`src/rtl/apt_pkg.sv`:
```
// Shared constants for the 2D affine point transform: formats and register indexes.
`default_nettype none
package apt_pkg;

  // Fraction bits of the signed Q16.16 coordinate and coefficient format.
  localparam int unsigned FRAC_BITS = 16;

  // Rounding bias that turns an arithmetic shift into truncation toward zero.
  localparam int unsigned TRUNC_BIAS = (1 << FRAC_BITS) - 1;

  // Width of the singular limit register, and so of the configuration data.
  localparam int unsigned LIMIT_WIDTH = 62;

  // Configuration register index width.
  localparam int unsigned CFG_IDX_WIDTH = 3;

  // Configuration register indexes.
  localparam logic [CFG_IDX_WIDTH-1:0] REG_COEF_XX  = 3'd0;
  localparam logic [CFG_IDX_WIDTH-1:0] REG_COEF_XY  = 3'd1;
  localparam logic [CFG_IDX_WIDTH-1:0] REG_OFFSET_X = 3'd2;
  localparam logic [CFG_IDX_WIDTH-1:0] REG_COEF_YX  = 3'd3;
  localparam logic [CFG_IDX_WIDTH-1:0] REG_COEF_YY  = 3'd4;
  localparam logic [CFG_IDX_WIDTH-1:0] REG_OFFSET_Y = 3'd5;
  localparam logic [CFG_IDX_WIDTH-1:0] REG_SING_LIM = 3'd6;

  // Reset values: unit coefficient and a limit of about 1e-8 in Q32.32.
  localparam logic [63:0] COEF_ONE      = 64'd65536;
  localparam logic [LIMIT_WIDTH-1:0] SING_LIM_RESET = 62'd43;

endpackage
`default_nettype wire

```
`src/rtl/apt_div_step.sv`:
```
// One restoring division step: shifts in a dividend bit and subtracts the divisor.
`default_nettype none
module apt_div_step #(
  parameter int unsigned REM_WIDTH = 64
) (
  input  wire logic [REM_WIDTH-1:0] rem_i,
  input  wire logic                 bit_i,
  input  wire logic [REM_WIDTH-1:0] den_i,
  output logic      [REM_WIDTH-1:0] rem_o,
  output logic                      q_o
);
  import apt_pkg::*;

  logic [REM_WIDTH:0] trial;
  logic [REM_WIDTH:0] diff;

  // The partial remainder stays below the divisor, so the shifted value is below twice it.
  assign trial = {rem_i, bit_i};
  assign diff  = trial - {1'b0, den_i};
  assign q_o   = (trial >= {1'b0, den_i});
  assign rem_o = q_o ? diff[REM_WIDTH-1:0] : trial[REM_WIDTH-1:0];

endmodule
`default_nettype wire
```
`config.mk`:
```
export PLATFORM = sky130hd
export DESIGN_NAME = apt_div_step
export DESIGN_NICKNAME = d
export VERILOG_FILES = /design/src/rtl/apt_pkg.sv /design/src/rtl/apt_div_step.sv
export SDC_FILE = /design/constraint.sdc
export NUM_CORES = 1
export LEC_CHECK = 0
export BUFFER_PORTS_ARGS = -buffer_cell sky130_fd_sc_hd__buf_4
export CAP_MARGIN = 20
export CORE_UTILIZATION = 45
export DETAILED_ROUTE_END_ITERATION = 12
export PLACE_DENSITY_LB_ADDON = 0.12
export SLEW_MARGIN = 25
export SYNTH_ARGS = -nofsm -noshare
export SYNTH_HDL_FRONTEND = slang
export SYNTH_SLANG_ARGS = --single-unit
export TNS_END_PERCENT = 20
```
`constraint.sdc`:
```
create_clock -name vclk -period 5.5
set_input_delay 0 -clock vclk [all_inputs]
set_output_delay 0 -clock vclk [all_outputs]
set_load 0.01 [all_outputs]
```
# == Word level (Yosys, flattened, before mapping) ==
# Cells that the tools add are included.
# word_totals
inputBits,129
mem_count,0
out_inout_bits,65
ramBits,0
register_bits,0
latchBits,0
romBits,0
# classes
n_eq_ne,0
order_cmp,1
mul,0
n_bitwise,0
addsub,1
shifts,0
mux,1
reduce_logical,0
div,0
# op_table
operator,count
greater-or-equal comparator 65 x 64 -> 1 bit,1
two-way mux 64 bit,1
subtractor 64 bit,1

# == Logic depth before layout (Yosys ltp) ==
# depth
ltp_word,2
depth_mapped,14
ltp_nobuf,13

# == Least setup slack after synthesis ==
# OpenSTA, ideal clock, no wires.
# synth_timing
path_kind,input port to output port
start,in den_i[34]
end,out rem_o[57]
t_required_ns,5.500
n_path_buf,1
t_arrival_ns,2.844
path_stages,13
setup_slack_ns,2.656
path_cell_list,inv_1 ha_1 a21oi_2 o21bai_1 a21oi_1 o21ai_0 a221o_1 a41oi_2 o32ai_1 o311a_4 a31oi_4 buf_6 mux2_1
# synth_between
elab_chain_cells,2
elab_cells_between_ends,3
cone_classes,add/sub (1); order compare (1); mux (1)
# synth_lines
element,line_no,rtl
start: declaration,apt_div_step.sv:8,"input wire logic [REM_WIDTH-1:0] den_i,"
subtractor 64 bit or greater-or-equal comparator 65 x 64 -> 1 bit (tied branches),"apt_div_step.sv:19, apt_div_step.sv:20",
two-way mux 64 bit (*),apt_div_step.sv:21,assign rem_o = q_o ? diff[REM_WIDTH-1:0] : trial[REM_WIDTH-1:0];
end: declaration,apt_div_step.sv:9,"output logic [REM_WIDTH-1:0] rem_o,"
# Mark *: on every way between the ends. The rest lies on a longest branch, timed or not.

# == Worst setup path in the final report ==
# layout_timing
start,in rem_i[3]
end,out rem_o[47]
# layout_between
elab_chain_cells,2
elab_cells_between_ends,3
cone_classes,add/sub (1); order compare (1); mux (1)
# layout_lines
element,line_no,rtl
start: declaration,apt_div_step.sv:6,"input wire logic [REM_WIDTH-1:0] rem_i,"
subtractor 64 bit or greater-or-equal comparator 65 x 64 -> 1 bit (tied branches),"apt_div_step.sv:19, apt_div_step.sv:20",
two-way mux 64 bit (*),apt_div_step.sv:21,
# Marked as above.

==> flow_metrics.env <==
export IMPL_status="finished, final reports clean"
export IMPL_drv_slew=0
export IMPL_hold_violations=0
export IMPL_std_cell_rows=37
export IMPL_hold_path_class="input port to output port"
export IMPL_place_inst=1019
export IMPL_ys_warn_count=0
export IMPL_drive_gt1_share_pct=24.3
export IMPL_num_vias=5821
export IMPL_avgSynthCellArea_um2=6.83
export IMPL_gp_congestion=0.950
export IMPL_power_density_mw_per_mm2=141
export IMPL_hold_buffers=0
export IMPL_relSlewSlack_pct=56.1
export IMPL_finalPower_uw=900
export IMPL_grt_max_degree=50
export IMPL_leakage_uw=0.00325
export IMPL_routed_wl_mm=15.5
export IMPL_grt_overflow_total=0
export IMPL_grt_pass1_wl_mm=25.2
export IMPL_n_clock_buffer=0
export IMPL_nNetsFinal=1079
export IMPL_instances_no_fill=1019
export IMPL_maxCapViolCount=0
export IMPL_n_antenna_cell=0
export IMPL_detail_route_vias_per_cell=5.71
export IMPL_path_class="input port to output port"
export IMPL_die_area_mm2=0.0114
export IMPL_synth_cell_types=61
export IMPL_nFlopsAndLatches=0
export IMPL_hold_ws_ps=305
export IMPL_end_kind="output port"
export IMPL_syn2layout_area_growth_pct=30.0
export IMPL_tightest_slew_ps=653
export IMPL_antenna_found_initial=0
export IMPL_critical_path_required_ps=5500
export IMPL_synthCells=721
export IMPL_dr_pass1_iters=5
export IMPL_grt_use_total_pct=26.3
export IMPL_setup_violations=0
export IMPL_crit_fanout=49
export IMPL_port_buffers=194
export IMPL_rsz0062_at_grt="no"
export IMPL_arrival_ps=3880
export IMPL_start_util_pct=47.0
export IMPL_syn_cell_area_mm2=0.00492
export IMPL_cts_resized_gates=0
export IMPL_cts_setup_buffers=0
export IMPL_die_height_um=107
export IMPL_yosysSeqAreaShare_pct=0
export IMPL_drc=0
export IMPL_period_minus_slack_ps=3880
export IMPL_drtAntennaViolNets=0
export IMPL_regArea_um2=0
export IMPL_dpl_hpwl_mm=13.2
export IMPL_die_x_um=107
export IMPL_grt_pass1_vias=5389
export IMPL_coreArea_mm2=0.0105
export IMPL_wire_per_inst_um=15.2
export IMPL_period_share_pct=70.5
export IMPL_clock_fmax_mhz=258
export IMPL_fin_tns_setup_ps=0
export IMPL_startpoint_type="input port"
export IMPL_ios=194
export IMPL_peakVddDrop_uv=71.7
export IMPL_drt_iter0_markers=311
export IMPL_syn_nets=915
## worst paths after layout
kind                      start   endpoint  cells after the start  slack [ps]
worst max-delay path   rem_i[3]  rem_o[47]                     14        1620
worst min-delay path  rem_i[13]  rem_o[14]                      3         310
## synth_stat cells, drive strengths merged, types with 9 or more instances
cell type / number / area, um^2
a31oi: 14 / 103
a21oi: 80 / 412
inv: 85 / 319
a21o: 33 / 248
clkbuf: 25 / 93.8
nor3: 9 / 45.0
nand3: 14 / 70.1
xor2: 24 / 210
and3: 11 / 68.8
nor2: 29 / 109
xnor2: 35 / 307
ha: 64 / 801
o21ai: 48 / 240
nand2: 69 / 259
o21bai: 10 / 75.1
nand4: 18 / 113
mux2: 60 / 676
## critical path, stage by stage
cell	delay, ps
buf_4	120
ha_1	370
a21o_1	200
a31oi_1	260
a21oi_1	140
o21ai_1	230
a21oi_1	190
a41oi_2	340
o32ai_1	190
o311a_4	360
a31oi_4	570
buf_12	350
mux2_1	380
buf_4	150
## routing by layer
metal  part of all wire [%]  vias to the layer above  wire [um]  GRT usage [%]
li1                       -                     2923          -              -
met1                     46                     2653       7080           36.3
met2                     47                      225       7270           45.9
met3                    5.2                       20        806          0.304
met4                    2.0                        0        311           5.09
met5                      0                        -          0              0
## where the power goes
part           switching (uW)  total [uW]  internal [uW]
clock                       0           0              0
sequential                  0           0              0
combinational             457         900            443
total                     457         900            443
## through the flow
stage | worst slack [ps] | utilization (%) | area, um^2
finish | 1620 | 61.1 | 6400
global route | 1400 | 61.1 | 6400
CTS | 1620 | 61.1 | 6400
detailed placement | 1610 | 61.1 | 6400
global placement | 1750 | 61.1 | 6400
floorplan | 2660 | - | 4920
## cells in the final DEF, fill, tap and decap left out, drive strengths merged, types with 3 or more instances in the layout
cell / netlist / routed
buf: 8 / 195
a31oi: 14 / 14
o21ai: 48 / 48
xor2: 24 / 24
a21boi: 4 / 4
nor4: 6 / 6
and3: 11 / 11
and2: 7 / 7
o21bai: 10 / 10
o211ai: 4 / 4
a21o: 33 / 33
nand2: 69 / 69
mux2i: 3 / 3
nor2: 29 / 29
inv: 85 / 85
xnor2: 35 / 35
nor3: 9 / 9
a21oi: 80 / 80
nand2b: 6 / 6
o31ai: 4 / 4
o21a: 5 / 5
nand3: 14 / 14
ha: 64 / 64
nand4: 18 / 18
a31o: 3 / 3
a211oi: 4 / 4
a221o: 3 / 3
o31a: 3 / 3
nor2b: 6 / 6
mux2: 60 / 60
## cell type report
class / count / area (um^2)
Inverter: 85 / 319
Fill cell: 1030 / 4070
Timing Repair Buffer: 195 / 1480
Tap cell: 136 / 170
Multi-Input combinational cell: 603 / 4430
## cells by family after synthesis
group / synth area share, %
and+or+nand+nor: 17.8
buffers and inverters: 9.97
muxes: 14.3
xor gates and xnor gates: 10.5
adders and majority gates: 16.7
AOI/OAI and AO/OA: 30.7
Power figures use the tool's default switching activity.
